### src/design/slip_dec_pkg.sv
// shared types and constants for the slip frame decoder
package slip_dec_pkg;

    localparam int BYTE_W      = 8;
    localparam int LEN_FIELD_W = 12;
    localparam int CFG_DATA_W  = 12;
    localparam int CFG_INDEX_W = 3;

    // result kinds carried on the output channel
    typedef enum logic [1:0] {
        KIND_BYTE  = 2'd0,
        KIND_DONE  = 2'd1,
        KIND_ABORT = 2'd2
    } result_kind_t;

    // configuration register indexes
    typedef enum logic [CFG_INDEX_W-1:0] {
        CFG_END_CODE       = 3'd0,
        CFG_ESCAPE_CODE    = 3'd1,
        CFG_ESC_END_CODE   = 3'd2,
        CFG_ESC_ESC_CODE   = 3'd3,
        CFG_MAX_FRAME_LEN  = 3'd4
    } cfg_index_t;

    // rfc 1055 reset values
    localparam logic [BYTE_W-1:0]      END_CODE_RST     = 8'd192;
    localparam logic [BYTE_W-1:0]      ESCAPE_CODE_RST  = 8'd219;
    localparam logic [BYTE_W-1:0]      ESC_END_CODE_RST = 8'd220;
    localparam logic [BYTE_W-1:0]      ESC_ESC_CODE_RST = 8'd221;
    localparam logic [LEN_FIELD_W-1:0] MAX_FRAME_RST    = 12'd1006;

    // one result beat
    typedef struct packed {
        result_kind_t            kind;
        logic [BYTE_W-1:0]       data;
        logic [LEN_FIELD_W-1:0]  len;
    } result_t;

endpackage

### src/design/slip_frame_decoder.sv
// slip frame decoder: byte-wise slip unframing with an output skid stage
//
// Takes one line byte per cycle while in_stall is low, and gives at most one
// result beat per byte: a decoded payload byte, a frame-complete beat with
// the frame length, or an abort beat. Each accepted byte is decoded in the
// cycle it is taken; its result is registered in the output register, or in
// the skid register while an output beat is held. A two-entry output stage
// (output register plus skid register) lets a byte be taken while a result
// still waits; in_stall rises only once the skid register is full.
// The special codes and the frame limit are written through the cfg port,
// which is always ready, and should be changed only while the block is idle.
module slip_frame_decoder
    import slip_dec_pkg::*;
#(
    parameter int LENGTH_WIDTH = 12
)
(
    input  logic                    clk,
    input  logic                    rst_n,
    // byte input
    input  logic                    in_valid,
    output logic                    in_stall,
    input  logic [BYTE_W-1:0]       rx_byte,
    // result output
    output logic                    out_valid,
    input  logic                    out_stall,
    output logic [1:0]              result_kind,
    output logic [BYTE_W-1:0]       payload_byte,
    output logic [LEN_FIELD_W-1:0]  frame_length,
    // configuration writes
    input  logic                    cfg_valid,
    output logic                    cfg_ready,
    input  logic [CFG_INDEX_W-1:0]  cfg_index,
    input  logic [CFG_DATA_W-1:0]   cfg_data
);

    localparam int CMP_W = (LENGTH_WIDTH > LEN_FIELD_W) ? LENGTH_WIDTH : LEN_FIELD_W;
    localparam logic [LENGTH_WIDTH-1:0] COUNT_TOP = {LENGTH_WIDTH{1'b1}};

    // configuration registers
    logic [BYTE_W-1:0]      end_code_reg;
    logic [BYTE_W-1:0]      escape_code_reg;
    logic [BYTE_W-1:0]      esc_end_code_reg;
    logic [BYTE_W-1:0]      esc_esc_code_reg;
    logic [LEN_FIELD_W-1:0] max_frame_len_reg;

    // decoder state
    logic                    resync_reg;
    logic                    resync_next;
    logic                    escape_reg;
    logic                    escape_next;
    logic [LENGTH_WIDTH-1:0] count_reg;
    logic [LENGTH_WIDTH-1:0] count_next;

    // output stage
    logic    out_valid_reg;
    result_t out_reg;
    logic    skid_valid_reg;
    result_t skid_reg;

    logic    in_accept;
    logic    out_free;
    logic    produce;
    result_t result;

    logic [BYTE_W-1:0] data_byte;
    logic              is_data;
    logic [CMP_W-1:0]  count_ext;
    logic [CMP_W-1:0]  max_ext;
    logic              over_limit;

    assign in_accept = in_valid && !in_stall;
    assign in_stall  = skid_valid_reg;
    assign out_free  = !out_valid_reg || !out_stall;
    assign cfg_ready = 1'b1;

    assign count_ext  = CMP_W'(count_reg);
    assign max_ext    = CMP_W'(max_frame_len_reg);
    assign over_limit = (count_ext >= max_ext) || (count_reg == COUNT_TOP);

    // configuration register writes
    always_ff @(posedge clk or negedge rst_n)
    begin
        if (!rst_n)
        begin
            end_code_reg      <= END_CODE_RST;
            escape_code_reg   <= ESCAPE_CODE_RST;
            esc_end_code_reg  <= ESC_END_CODE_RST;
            esc_esc_code_reg  <= ESC_ESC_CODE_RST;
            max_frame_len_reg <= MAX_FRAME_RST;
        end
        else if (cfg_valid && cfg_ready)
        begin
            case (cfg_index)
                CFG_END_CODE:      end_code_reg      <= cfg_data[BYTE_W-1:0];
                CFG_ESCAPE_CODE:   escape_code_reg   <= cfg_data[BYTE_W-1:0];
                CFG_ESC_END_CODE:  esc_end_code_reg  <= cfg_data[BYTE_W-1:0];
                CFG_ESC_ESC_CODE:  esc_esc_code_reg  <= cfg_data[BYTE_W-1:0];
                CFG_MAX_FRAME_LEN: max_frame_len_reg <= cfg_data[LEN_FIELD_W-1:0];
                default: ;
            endcase
        end
    end

    // decode one byte against the current framing state
    always_comb
    begin
        resync_next = resync_reg;
        escape_next = escape_reg;
        count_next  = count_reg;
        produce     = 1'b0;
        result      = '{kind: KIND_BYTE, data: '0, len: '0};
        data_byte   = rx_byte;
        is_data     = 1'b0;

        if (resync_reg)
        begin
            if (rx_byte == end_code_reg)
                resync_next = 1'b0;
        end
        else if (escape_reg)
        begin
            escape_next = 1'b0;
            if (rx_byte == esc_end_code_reg)
            begin
                data_byte = end_code_reg;
                is_data   = 1'b1;
            end
            else if (rx_byte == esc_esc_code_reg)
            begin
                data_byte = escape_code_reg;
                is_data   = 1'b1;
            end
            else
            begin
                // bad escape pair
                count_next  = '0;
                resync_next = 1'b1;
                produce     = 1'b1;
                result.kind = KIND_ABORT;
            end
        end
        else if (rx_byte == end_code_reg)
        begin
            count_next = '0;
            if (count_reg != '0)
            begin
                produce     = 1'b1;
                result.kind = KIND_DONE;
                result.len  = count_ext[LEN_FIELD_W-1:0];
            end
        end
        else if (rx_byte == escape_code_reg)
        begin
            escape_next = 1'b1;
        end
        else
        begin
            is_data = 1'b1;
        end

        // payload byte, checked against the frame limit
        if (is_data)
        begin
            produce = 1'b1;
            if (over_limit)
            begin
                count_next  = '0;
                escape_next = 1'b0;
                resync_next = 1'b1;
                result.kind = KIND_ABORT;
            end
            else
            begin
                count_next  = count_reg + LENGTH_WIDTH'(1);
                result.kind = KIND_BYTE;
                result.data = data_byte;
            end
        end
    end

    // framing state update on each accepted beat
    always_ff @(posedge clk or negedge rst_n)
    begin
        if (!rst_n)
        begin
            resync_reg <= 1'b0;
            escape_reg <= 1'b0;
            count_reg  <= '0;
        end
        else if (in_accept)
        begin
            resync_reg <= resync_next;
            escape_reg <= escape_next;
            count_reg  <= count_next;
        end
    end

    // output register and skid register
    always_ff @(posedge clk or negedge rst_n)
    begin
        if (!rst_n)
        begin
            out_valid_reg  <= 1'b0;
            skid_valid_reg <= 1'b0;
        end
        else if (out_free)
        begin
            if (skid_valid_reg)
            begin
                out_valid_reg  <= 1'b1;
                skid_valid_reg <= 1'b0;
            end
            else
            begin
                out_valid_reg <= in_accept && produce;
            end
        end
        else if (in_accept && produce)
        begin
            skid_valid_reg <= 1'b1;
        end
    end

    // payload of the output stage
    always_ff @(posedge clk)
    begin
        if (out_free)
        begin
            if (skid_valid_reg)
                out_reg <= skid_reg;
            else
                out_reg <= result;
        end
        else if (in_accept && produce)
        begin
            skid_reg <= result;
        end
    end

    assign out_valid    = out_valid_reg;
    assign result_kind  = out_reg.kind;
    assign payload_byte = out_reg.data;
    assign frame_length = out_reg.len;

    // skid register only fills behind a held output beat
    a_skid_behind_out: assert property (@(posedge clk) disable iff (!rst_n)
        skid_valid_reg |-> out_valid_reg)
        else $error("skid register full while output register empty");

    // a completed frame always carries a nonzero length
    a_done_len: assert property (@(posedge clk) disable iff (!rst_n)
        (out_valid_reg && (out_reg.kind == KIND_DONE)) |-> (out_reg.len != '0))
        else $error("frame complete beat with zero length");

    // an abort puts the decoder into resync
    a_abort_resync: assert property (@(posedge clk) disable iff (!rst_n)
        (in_accept && produce && (result.kind == KIND_ABORT)) |=> resync_reg)
        else $error("abort did not enter resync");

    // escape state never survives into resync
    a_no_escape_in_resync: assert property (@(posedge clk) disable iff (!rst_n)
        escape_reg |-> !resync_reg)
        else $error("escape pending while resynchronizing");

endmodule

### config.mk
export PLATFORM = sky130hd
export DESIGN_NAME = slip_frame_decoder
export DESIGN_NICKNAME = d
export VERILOG_FILES = /design/src/design/slip_dec_pkg.sv /design/src/design/slip_frame_decoder.sv
export SDC_FILE = /design/constraint.sdc
export NUM_CORES = 1
export LEC_CHECK = 0
export BUFFER_PORTS_ARGS = -buffer_cell sky130_fd_sc_hd__buf_4
export CORE_ASPECT_RATIO = 1.25
export CORE_MARGIN = 10
export CORE_UTILIZATION = 50
export DETAILED_ROUTE_END_ITERATION = 8
export PLACE_DENSITY_LB_ADDON = 0.1
export SLEW_MARGIN = 20
export SYNTH_ARGS = -nofsm -noshare
export SYNTH_HDL_FRONTEND = slang
export SYNTH_SLANG_ARGS = --single-unit
### constraint.sdc
create_clock -name clk -period 3.05 [get_ports clk]
set_input_delay 0.305 -clock clk [delete_from_list [all_inputs] [get_ports clk]]
set_output_delay 0.305 -clock clk [all_outputs]
set_load 0.1 [all_outputs]
-- After elaboration in Yosys (flattened, before gate mapping)
Cells that the tools add are included.
W data, S select, Z words.
- register bits after elaboration: 104
- bits of input ports: 28
- word-level logic and storage cells: 101
- add/sub/neg operators: 1
- order comparisons: 1
- equal/unequal tests: 12
- mux-type cells: 52
- bitwise operators: 1
- reduce and logical (&&, ||, !) cells: 18
- operator list (cell ; count):
    $mux W12 ; 11
    $mux W8 ; 5
    $eq A8 B8 Y1 ; 4
    $mux W1 ; 29
    $mux W22 ; 1
    $add A12 B1 Y12 const B ; 1
    $eq A12 B12 Y1 const B ; 1
    $ge A12 B12 Y1 ; 1
    $reduce_and A2 Y1 ; 6
    $reduce_bool A12 Y1 ; 1
    $mux W10 ; 1
    $mux W2 ; 5
    $eq A3 B2 Y1 const B ; 2
    $ne A3 B3 Y1 const B ; 2
    $reduce_and A5 Y1 ; 1
    $eq A3 B1 Y1 const B ; 1
    $eq A3 B3 Y1 const B ; 1
    $logic_not A1 Y1 ; 3
    $logic_not A3 Y1 ; 1
    $reduce_bool A3 Y1 ; 1
    $logic_and A1 B1 Y1 ; 2
    $logic_or A1 B1 Y1 ; 2
    $ne A2 B1 Y1 const B ; 1
    $reduce_bool A2 Y1 ; 1
    $not A1 Y1 ; 1

-- Depth between registers and ports, before layout
Gate-level depths: netlist of run 1.
- depth after elaboration: 9
- depth in mapped cells: 10

-- Worst setup path after synthesis of run 1
No wires, ideal clock.
- path kind: register to register
- start point: reg out_valid_reg, in the netlist out_valid
- end point: reg skid_reg[0] (netlist bit), enable pin
- setup time: 433 ps
- arrival time: 3448 ps
- required time: 2617 ps
- slack: -832 ps
- cell stages (with the launch flop): 3
- buffers on the path: 0
- cell sequence: dfrtp_1 -> nand2_1 -> nor3b_1
- cells in the longest elaborated chain, start to end: 4
- ends and longest elaborated chain (element ; RTL line ; RTL):
    start: declaration ; slip_frame_decoder.sv:56 ; logic out_valid_reg;
    start signal: assignment ; slip_frame_decoder.sv:216 ; out_valid_reg <= in_accept && produce;
    $logic_not A1 Y1 ; slip_frame_decoder.sv:74 ; assign out_free = !out_valid_reg || !out_stall;
    $logic_or A1 B1 Y1 ; slip_frame_decoder.sv:74 ;
    via out_free ; slip_frame_decoder.sv:62 ; logic out_free;
    $not A1 Y1 (no source line) ; n/a ;
    $reduce_and A2 Y1 (no source line) ; n/a ;
    end signal: assignment ; slip_frame_decoder.sv:237 ; skid_reg <= result;
    end: declaration ; slip_frame_decoder.sv:59 ; result_t skid_reg;
The timed path passes the listed nets, and every way through them passes these cells.
A chain may end at the register's enable or synchronous reset.

-- Final worst setup path of run 1
- start point: reg end_code_reg[7]
- end point: reg skid_reg[15] (netlist bit), enable pin
- cells in the longest elaborated chain, start to end: 7
- ends and longest elaborated chain (element ; RTL line ; RTL):
    start: declaration ; slip_frame_decoder.sv:41 ; logic [BYTE_W-1:0] end_code_reg;
    start signal: assignment ; slip_frame_decoder.sv:95 ; CFG_END_CODE: end_code_reg <= cfg_data[BYTE_W-1:0];
    $eq A8 B8 Y1 (*) ; slip_frame_decoder.sv:143 ; else if (rx_byte == end_code_reg)
    $mux W1 ; slip_frame_decoder.sv:143 ;
    $mux W1 ; slip_frame_decoder.sv:121 ; else if (escape_reg)
    $mux W1 ; slip_frame_decoder.sv:116 ; if (resync_reg)
    $mux W1 (*) ; slip_frame_decoder.sv:163 ; if (is_data)
    $logic_and A1 B1 Y1 (*) ; slip_frame_decoder.sv:235 ; else if (in_accept && produce)
    $reduce_and A2 Y1 (no source line) (*) ; n/a ;
Every way passes the cells marked *; elsewhere a longest branch is shown, timed or not.

==> reports/qor.yml, run 1 <==
placement.io_buffers: 51
synthesis.instances: 425
static-leakage-power_uw: 0.00243
achievable-frequency_mhz: 388
die_w_um: 111
cpPeakStageDelay_ps: 850
insertion_delay_ps: 350
timing.final.setup_violations: 0
drtAntennaViolNets: 0
cts_tree: "done"
yosys_register_bits: 104
cts_setup_buffers: 0
critical_path_class: "reg -> reg"
synth_cell_type_count: 46
floorplan.die.height_um: 134
vdd_drop_max_mv: 0.336
fin_hold_ws_ps: 11.5
ioPinCount: 53
hold_path_class: "in -> async"
post_drt_wl_per_cell_um: 17.5
tightestPinTransition_ps: 1030
r2r-end: "skid_reg[15]$_DFFE_PP_"
outcome: "finished clean"
num_antenna_cells: 0
final-hold-violation-count: 0
final_min_period_ps: 2580
worst-r2r-cell-count: 6
clk_pin_slew_worst_paths_ps: 70
totalNegativeSetupSlack_ps: 0
area.growth.synth_to_final_pct: 15.2
first_global_vias: 3380
initial_core_utilization: 0.514
fillerInstances: 861
worst-r2r-setup-slack_ps: 470
ctsHtreeMaxLevel: 3
wirelength_mm: 10.6
dr_total_vias: 3308
antenna_found_initial: 0
rsz0062_at_grt: "false"
largest_reg_flops: 22
synthesis.nets: 467
drt-vias-per-instance: 5.46
drive_above_1_share: 0.373
drt_first_iter_violations: 237
placeable_core_area_um2: 10200
critical_path.reg2reg.startpoint: "end_code_reg[7]$_DFFE_PN1P_"
setup.worst_path.start: "end_code_reg[7]$_DFFE_PN1P_"
seqCellArea_um2: 2860
critPathCaptureType: "flop"
cts_root_buffer: "sky130_fd_sc_hd__clkbuf_16"
sum_of_net_half_perimeters_after_detailed_placement_mm: 7.89
worstPathCellList: "xnor2_1 > nand4_1 > nor2_1 > or2_2 > a21o_1 > nor3b_4"
grt_pass1_wl_mm: 17.8
fin_nets: 514
finish.utilization: 0.592
synth.cell_area_um2: 5220
place_congestion: 0.825
cts.repair.resized: 0
cts_made_buffers: 9
drt_pass1_iterations: 4
remaining_drc_errors: 0
cp-endpoint: "skid_reg[15]$_DFFE_PP_"
cts.sink_count: 104
timing.final.crit_share: 0.844
row_count: 41
slowest_stage: "sky130_fd_sc_hd__nor3b_4"
gr-total-overflow: 0
power-per-cell-area_nw_per_um2: 815
global_route.usage.total: 0.145
die-area_um2: 15000
postCtsHoldBufs: 0
grt_start_max_net_pins: 61
cp-start-kind: "flop"
critical_path_arrival_ps: 2540
synth-edff-count: 44
critical_path_required_ps: 3010
timing.clock.skew_ps: 10.5
crit_path_max_fanout: 22
postSynth.asyncResetShare: 0.577
synth-seq-area-share: 0.547
totalPowerFinal_uw: 4910
multi_input_area_um2: 2200
setup_slack_after_layout_ps: 475
timing.max_slew.rel_slack: 0.315
synthesized_area_per_cell_um2: 12.3
maxSlewViolCount: 0
max-clock-path-buffers: 2
dp_worst_setup_slack_ps: 430
yosys_warnings: 0
number_of_max_cap_violations: 0
synth-main-ff-cell: "sky130_fd_sc_hd__edfxtp_1"
==> power breakdown <==
part	switching [uW]	internal, uW
logic	1210	514
clock network	520	641
registers	190	1840
==> final cells by class <==
cell class              instances  share of cell area
clock buffers                  10              0.0381
clock inverters                 6              0.0114
inverters                      15             0.00936
multi-input cells             283               0.366
flip-flops and latches        104               0.475
well taps                     129              0.0268
repair buffers                 59              0.0736
==> layout by cell type (no fill, tap or decap), types with 2 or more instances in the layout <==
master                       n
sky130_fd_sc_hd__nor4_4      2
sky130_fd_sc_hd__nor3_1      5
sky130_fd_sc_hd__a21oi_1     6
sky130_fd_sc_hd__o21ai_0    18
sky130_fd_sc_hd__mux2_2     56
sky130_fd_sc_hd__ha_1       14
sky130_fd_sc_hd__o21ai_1     3
sky130_fd_sc_hd__xor2_1     24
sky130_fd_sc_hd__edfxtp_1   44
sky130_fd_sc_hd__dfrtp_1    33
sky130_fd_sc_hd__nor2_1     20
sky130_fd_sc_hd__a211oi_2    7
sky130_fd_sc_hd__dfstp_2    27
sky130_fd_sc_hd__or2_2       3
sky130_fd_sc_hd__a31oi_1     2
sky130_fd_sc_hd__nor4_1      7
sky130_fd_sc_hd__nand4_1     5
sky130_fd_sc_hd__clkinv_4    2
sky130_fd_sc_hd__nand2_1    37
sky130_fd_sc_hd__nand3_1     8
sky130_fd_sc_hd__buf_4      59
sky130_fd_sc_hd__o31ai_1     5
sky130_fd_sc_hd__xnor2_1     8
sky130_fd_sc_hd__and2_1     12
sky130_fd_sc_hd__nor2b_1     5
sky130_fd_sc_hd__a2bb2oi_1   5
sky130_fd_sc_hd__o22ai_1     9
sky130_fd_sc_hd__inv_1      15
sky130_fd_sc_hd__a22o_1      6
sky130_fd_sc_hd__clkbuf_16   9
==> per-stage QoR <==
step           instance area, um^2  std cells
6_report                      6020        606
5_1_grt                       6020        606
4_1_cts                       6020        606
3_5_place_dp                  5720        590
3_3_place_gp                  5720        590
2_1_floorplan                 5230        425
==> synthesized netlist by cell type, types with 6 or more instances <==
| master | n | share of area |
|---|---|---|
| sky130_fd_sc_hd__a211oi_2 | 7 | 0.017 |
| sky130_fd_sc_hd__a21oi_1 | 6 | 0.0058 |
| sky130_fd_sc_hd__a22o_1 | 6 | 0.010 |
| sky130_fd_sc_hd__and2_1 | 12 | 0.014 |
| sky130_fd_sc_hd__buf_2 | 9 | 0.0086 |
| sky130_fd_sc_hd__clkbuf_1 | 10 | 0.0072 |
| sky130_fd_sc_hd__dfrtp_1 | 33 | 0.16 |
| sky130_fd_sc_hd__dfstp_2 | 27 | 0.14 |
| sky130_fd_sc_hd__edfxtp_1 | 44 | 0.25 |
| sky130_fd_sc_hd__ha_1 | 14 | 0.034 |
| sky130_fd_sc_hd__inv_1 | 15 | 0.011 |
| sky130_fd_sc_hd__mux2_2 | 56 | 0.12 |
| sky130_fd_sc_hd__nand2_1 | 37 | 0.027 |
| sky130_fd_sc_hd__nand3_1 | 8 | 0.0077 |
| sky130_fd_sc_hd__nor2_1 | 20 | 0.014 |
| sky130_fd_sc_hd__nor3_1 | 6 | 0.0058 |
| sky130_fd_sc_hd__nor4_1 | 7 | 0.0084 |
| sky130_fd_sc_hd__o21ai_0 | 18 | 0.017 |
| sky130_fd_sc_hd__o22ai_1 | 9 | 0.011 |
| sky130_fd_sc_hd__xnor2_1 | 8 | 0.013 |
| sky130_fd_sc_hd__xor2_1 | 24 | 0.040 |
==> metal layers <==
metal / part of all wire / global-route usage
met1: 0.46 / 0.192
met2: 0.49 / 0.225
met3: 0.037 / 0.0259
met4: 0.013 / 0.0672
met5: 0 / 0
==> worst max-delay path, delay by kind of cell (launching register included) <==
| family | cells | cell delay (ps) |
|---|---|---|
| and+or+nand+nor | 4 | 1400 |
| DFF | 1 | 550 |
| AOI/OAI and AO/OA | 1 | 120 |
| xor gates and xnor gates | 1 | 120 |
==> cells by family after synthesis <==
group                      count (synthesis)  share of synthesized area
adders and majority gates                 14                     0.0335
AOI/OAI and AO/OA                         65                     0.0932
and+or+nand+nor                          115                      0.117
muxes                                     56                      0.121
buffers and inverters                     38                     0.0345
DFF                                      104                      0.547
other                                      1                   0.000718
xor gates and xnor gates                  32                     0.0537
==> how the worst min path moves through the flow <==
stage	start	endpoint	slack, ps	cells after the start
final	rst_n	max_ext[11]$_DFFE_PN0P_	10	1
after global routing	rst_n	max_ext[11]$_DFFE_PN0P_	70	1
after CTS	rst_n	count_ext[9]$_DFFE_PN0P_	60	1
after detailed placement	rst_n	max_ext[11]$_DFFE_PN0P_	430	1
after global placement	rst_n	max_ext[11]$_DFFE_PN0P_	430	1
after floorplan	rst_n	count_ext[0]$_DFFE_PN0P_	9	0
(Power assumes the default switching activity.)
==> run 2, diff against run 1 <==
==> constraint.sdc (replaced) <==
create_clock -name clk -period 2.6 [get_ports clk]
set_input_delay 0.26 -clock clk [delete_from_list [all_inputs] [get_ports clk]]
set_output_delay 0.26 -clock clk [all_outputs]
set_load 0.1 [all_outputs]
==> run 2 against run 1 <==
Against the previous run:
- the run now ends with negative hold slack left
- power increased by 17%
- via count up 1.3%
- clock-buffer cell count stayed put
- sequential power up 17%
- worst hold slack lost 19 ps
- clock power rose by 14%
==> reports/qor.yml, run 2 (same netlist as run 1, synthesis figures left out) <==
outcome: "finished, violations left"
failed_checks: "negative hold slack"
rsz0062_at_grt: "false"
finish.utilization: 0.597
antenna_found_initial: 0
die_w_um: 111
cts_made_buffers: 9
post_drt_wl_per_cell_um: 17.4
cp-start-kind: "flop"
tightestPinTransition_ps: 913
global_route.usage.total: 0.143
remaining_drc_errors: 0
fin_nets: 520
row_count: 41
sum_of_net_half_perimeters_after_detailed_placement_mm: 7.89
critical_path_arrival_ps: 2620
grt_pass1_wl_mm: 17.6
gr-total-overflow: 0
critPathCaptureType: "flop"
hold_path_class: "in -> async"
timing.final.crit_share: 0.925
ioPinCount: 53
maxSlewViolCount: 0
placement.io_buffers: 51
place_congestion: 0.825
drt_first_iter_violations: 183
num_antenna_cells: 0
crit_path_max_fanout: 8
dp_worst_setup_slack_ps: 184
insertion_delay_ps: 340
postCtsHoldBufs: 0
grt_start_max_net_pins: 61
die-area_um2: 15000
achievable-frequency_mhz: 416
final_common_cell: "sky130_fd_sc_hd__buf_4"
cts_root_buffer: "sky130_fd_sc_hd__clkbuf_16"
clk_pin_slew_worst_paths_ps: 70
vdd_drop_max_mv: 0.398
ctsHtreeMaxLevel: 3
number_of_max_cap_violations: 0
cts.sink_count: 104
fillerInstances: 865
dr_total_vias: 3351
setup_slack_after_layout_ps: 195
drt_pass1_iterations: 4
layout_common_cells: "64 x sky130_fd_sc_hd__buf_4, 56 x sky130_fd_sc_hd__mux2_2, 44 x sky130_fd_sc_hd__edfxtp_1"
cts.repair.resized: 0
largest_reg_flops: 22
area.growth.synth_to_final_pct: 16.1
final_min_period_ps: 2400
totalNegativeSetupSlack_ps: 0
drt-vias-per-instance: 5.48
wirelength_mm: 10.7
cts_setup_buffers: 0
final-hold-violation-count: 2
initial_core_utilization: 0.514
power-per-cell-area_nw_per_um2: 949
drive_above_1_share: 0.379
cts_tree: "done"
timing.clock.skew_ps: 5.18
timing.max_slew.rel_slack: 0.389
timing.final.setup_violations: 0
critical_path_required_ps: 2810
max-clock-path-buffers: 2
drtAntennaViolNets: 0
static-leakage-power_uw: 0.00246
critical_path_class: "reg -> reg"
floorplan.die.height_um: 134
first_global_vias: 3433
placeable_core_area_um2: 10200
fin_hold_ws_ps: -7.86
-- run 2: cell count changes in the layout (fill, tap and decap cells not counted), sizes merged --
| cell | before | now |
|---|---|---|
| buf | 59 | 64 |
| clkinv | 2 | 5 |
| clkinvlp | 2 | 0 |
| inv | 16 | 15 |
| nor3b | 2 | 3 |
-- run 2: worst paths after layout --
path	start	endpoint	slack [ps]	cells after the start
min in group clk	cfg_data[11]	max_ext[11]$_DFFE_PN0P_	120	3
worst min register to register	max_ext[6]$_DFFE_PN1P_	max_ext[6]$_DFFE_PN1P_	510	2
worst max register to register	end_code_reg[6]$_DFFE_PN1P_	payload_byte[7]$_DFFE_PN_	200	9
worst max-delay path	end_code_reg[6]$_DFFE_PN1P_	payload_byte[7]$_DFFE_PN_	200	9
max in group asynchronous	rst_n	count_ext[9]$_DFFE_PN0P_	2110	1
worst min-delay path	rst_n	esc_esc_code_reg[1]$_DFFE_PN0P_	-8	1
-- run 2: layout make-up --
| class | instances | area (um^2) | share of cell area |
|---|---|---|---|
| clock buffers | 10 | 229 | 0.0378 |
| clock inverters | 6 | 60.1 | 0.00991 |
| inverters | 15 | 56.3 | 0.00929 |
| multi-input cells | 284 | 2220 | 0.366 |
| flip-flops and latches | 104 | 2860 | 0.471 |
| well taps | 129 | 161 | 0.0266 |
| repair buffers | 64 | 480 | 0.0793 |
-- run 2: worst max-delay path, stage by stage (launching register included) --
cell	delay, ps
sky130_fd_sc_hd__dfstp_2	550
sky130_fd_sc_hd__xnor2_1	70
sky130_fd_sc_hd__nand4_1	100
sky130_fd_sc_hd__nor2_1	60
sky130_fd_sc_hd__buf_4	140
sky130_fd_sc_hd__nor4b_1	500
sky130_fd_sc_hd__o2111ai_2	170
sky130_fd_sc_hd__buf_4	220
sky130_fd_sc_hd__a211oi_2	250
sky130_fd_sc_hd__mux2_2	210
-- run 2: layer usage --
layer,up-vias,track usage,wire length [um]
li1,1626,-,-
met1,1650,0.184,4920
met2,66,0.228,5150
met3,9,0.0326,450
met4,0,0.0587,131
met5,-,0,0
-- run 2: per-stage QoR --
stage | hold slack [ps] | power, uW | area, um^2 | cells
floorplan | -35.6 | 3990 | 5240 | 425
global placement | 380 | 4430 | 5760 | 595
detailed placement | 385 | 4470 | 5760 | 595
CTS | 19.0 | 5790 | 6050 | 611
global route | 44.5 | 6030 | 6060 | 612
finish | -7.86 | 5750 | 6060 | 612
-- run 2: power by group --
| part | internal (uW) | switching, uW |
|---|---|---|
| combinational | 630 | 1440 |
| sequential | 2150 | 202 |
| clock | 742 | 580 |
==> run 3, diff against run 2 <==
--- a/config.mk
+++ b/config.mk
@@ -10,7 +10,8 @@
 export CORE_MARGIN = 10
 export CORE_UTILIZATION = 50
 export DETAILED_ROUTE_END_ITERATION = 8
-export PLACE_DENSITY_LB_ADDON = 0.1
+export PLACE_DENSITY = 0.69
+export SKIP_CTS_REPAIR_TIMING = 1
 export SLEW_MARGIN = 20
 export SYNTH_ARGS = -nofsm -noshare
 export SYNTH_HDL_FRONTEND = slang
==> run 3 against run 2 <==
Against the previous run:
- the run still ends with negative hold slack left
- core utilization rose by 0.59 points
- clock skew rose by 2.4 ps
- cell count is 0.16% lower
- highest routed layer unchanged
- wire length shrank 1.4%
- non-clock buffer count is 1 lower
- worst setup slack worse by 2.8 ps
- fmax is 0.12% lower
==> reports/qor.yml, run 3 (same netlist as run 1, synthesis figures left out) <==
antenna_found_initial: 0
grt_pass1_wl_mm: 17.6
timing.final.setup_violations: 0
placed_cells: 594
number_of_max_cap_violations: 0
timing.final.crit_share: 0.926
first_global_vias: 3524
totalPowerFinal_uw: 6000
ioPinCount: 53
ctsHtreeMaxLevel: 3
cp-start-kind: "flop"
setup_slack_after_layout_ps: 192
initial_core_utilization: 0.514
clk_pin_slew_worst_paths_ps: 70
vdd_drop_max_mv: 0.425
drt_pass1_iterations: 4
cp-endpoint: "payload_byte[4]$_DFFE_PN_"
achievable-frequency_mhz: 415
drive_above_1_share: 0.386
cts_tree: "done"
placement.io_buffers: 51
cts_made_buffers: 9
static-leakage-power_uw: 0.00249
cpPeakStageDelay_ps: 540
critical_path_class: "reg -> reg"
drt-vias-per-instance: 5.53
critPathCaptureType: "flop"
floorplan.die.height_um: 134
place_congestion: 0.840
r2r-end: "payload_byte[4]$_DFFE_PN_"
power-per-cell-area_nw_per_um2: 980
outcome: "finished, violations left"
post_drt_wl_per_cell_um: 17.2
insertion_delay_ps: 350
failed_checks: "negative hold slack"
remaining_drc_errors: 0
dr_total_vias: 3379
final_min_period_ps: 2410
final-hold-violation-count: 10
maxSlewViolCount: 0
grt_start_max_net_pins: 61
tightestPinTransition_ps: 863
fin_nets: 519
die_w_um: 111
drtAntennaViolNets: 0
timing.max_slew.rel_slack: 0.422
dp_worst_setup_slack_ps: 108
setup.worst_path.start: "esc_end_code_reg[3]$_DFFE_PN1P_"
critical_path_required_ps: 2820
cts_root_buffer: "sky130_fd_sc_hd__clkbuf_16"
sum_of_net_half_perimeters_after_detailed_placement_mm: 7.78
final_common_cell: "sky130_fd_sc_hd__buf_4"
hold_path_class: "in -> async"
critical_path_arrival_ps: 2630
worstPathCellList: "xor2_1 > nor4_1 > nand2_1 > nand3_1 > o22ai_1 > a211oi_2 > mux2_2"
num_antenna_cells: 0
finalNonFillerCells: 611
max-clock-path-buffers: 2
slowest_stage: "sky130_fd_sc_hd__dfstp_2"
largest_reg_flops: 22
fin_hold_ws_ps: -29.9
wirelength_mm: 10.5
layout_common_cells: "63 x sky130_fd_sc_hd__buf_4, 56 x sky130_fd_sc_hd__mux2_2, 44 x sky130_fd_sc_hd__edfxtp_1"
critical_path.reg2reg.startpoint: "esc_end_code_reg[3]$_DFFE_PN1P_"
totalNegativeSetupSlack_ps: 0
die-area_um2: 15000
area.growth.synth_to_final_pct: 17.2
cts.sink_count: 104
timing.clock.skew_ps: 7.58
crit_path_max_fanout: 8
global_route.usage.total: 0.142
row_count: 41
worst-r2r-cell-count: 7
drt_first_iter_violations: 202
worst-r2r-setup-slack_ps: 190
rsz0062_at_grt: "false"
placeable_core_area_um2: 10200
gr-total-overflow: 0
run 3: area by class of cell:
class	count	area (um^2)
fill	833	4040
sequential	104	2860
multi-input combinational	284	2220
timing repair buffer	63	473
clock buffer	9	225
tap	129	161
clock inverter	7	125
inverter	15	56.3
run 3: metrics by stage:
stage          utilization  hold slack, ps  area [um^2]
2_1_floorplan            -           -35.6         5240
3_3_place_gp         0.566             381         5750
3_5_place_dp         0.566             383         5750
4_1_cts              0.601            8.47         6100
5_1_grt              0.603            43.3         6120
6_report             0.603           -29.9         6120
run 3: worst min path at each step:
stage,startpoint,to,slack [ps],cells after the start
after floorplan,rst_n,count_ext[0]$_DFFE_PN0P_,-40,0
after global placement,rst_n,esc_end_code_reg[1]$_DFFE_PN0P_,380,1
after detailed placement,rst_n,esc_end_code_reg[0]$_DFFE_PN0P_,380,1
after CTS,rst_n,esc_end_code_reg[0]$_DFFE_PN0P_,8,1
after global routing,rst_n,esc_esc_code_reg[1]$_DFFE_PN0P_,40,1
final,rst_n,esc_end_code_reg[1]$_DFFE_PN0P_,-30,1
run 3: routing by layer:
metal	up-vias	GRT usage	part of all wire
li1	1626	-	-
met1	1664	0.179	0.44
met2	79	0.228	0.49
met3	10	0.0419	0.053
met4	0	0.0465	0.013
met5	-	0	0
run 3: worst max-delay path: cells and delay by family, from the launching register on:
kind | cells | cell delay, ps
simple gates | 3 | 950
flops | 1 | 540
compound gates | 2 | 500
mux | 1 | 210
xor+xnor | 1 | 60
run 3: power by group:
| part | internal, uW | leakage [uW] | switching [uW] |
|---|---|---|---|
| Combinational | 628 | 0.00117 | 1430 |
| Clock | 953 | 0.000171 | 612 |
| Sequential | 2150 | 0.00115 | 222 |
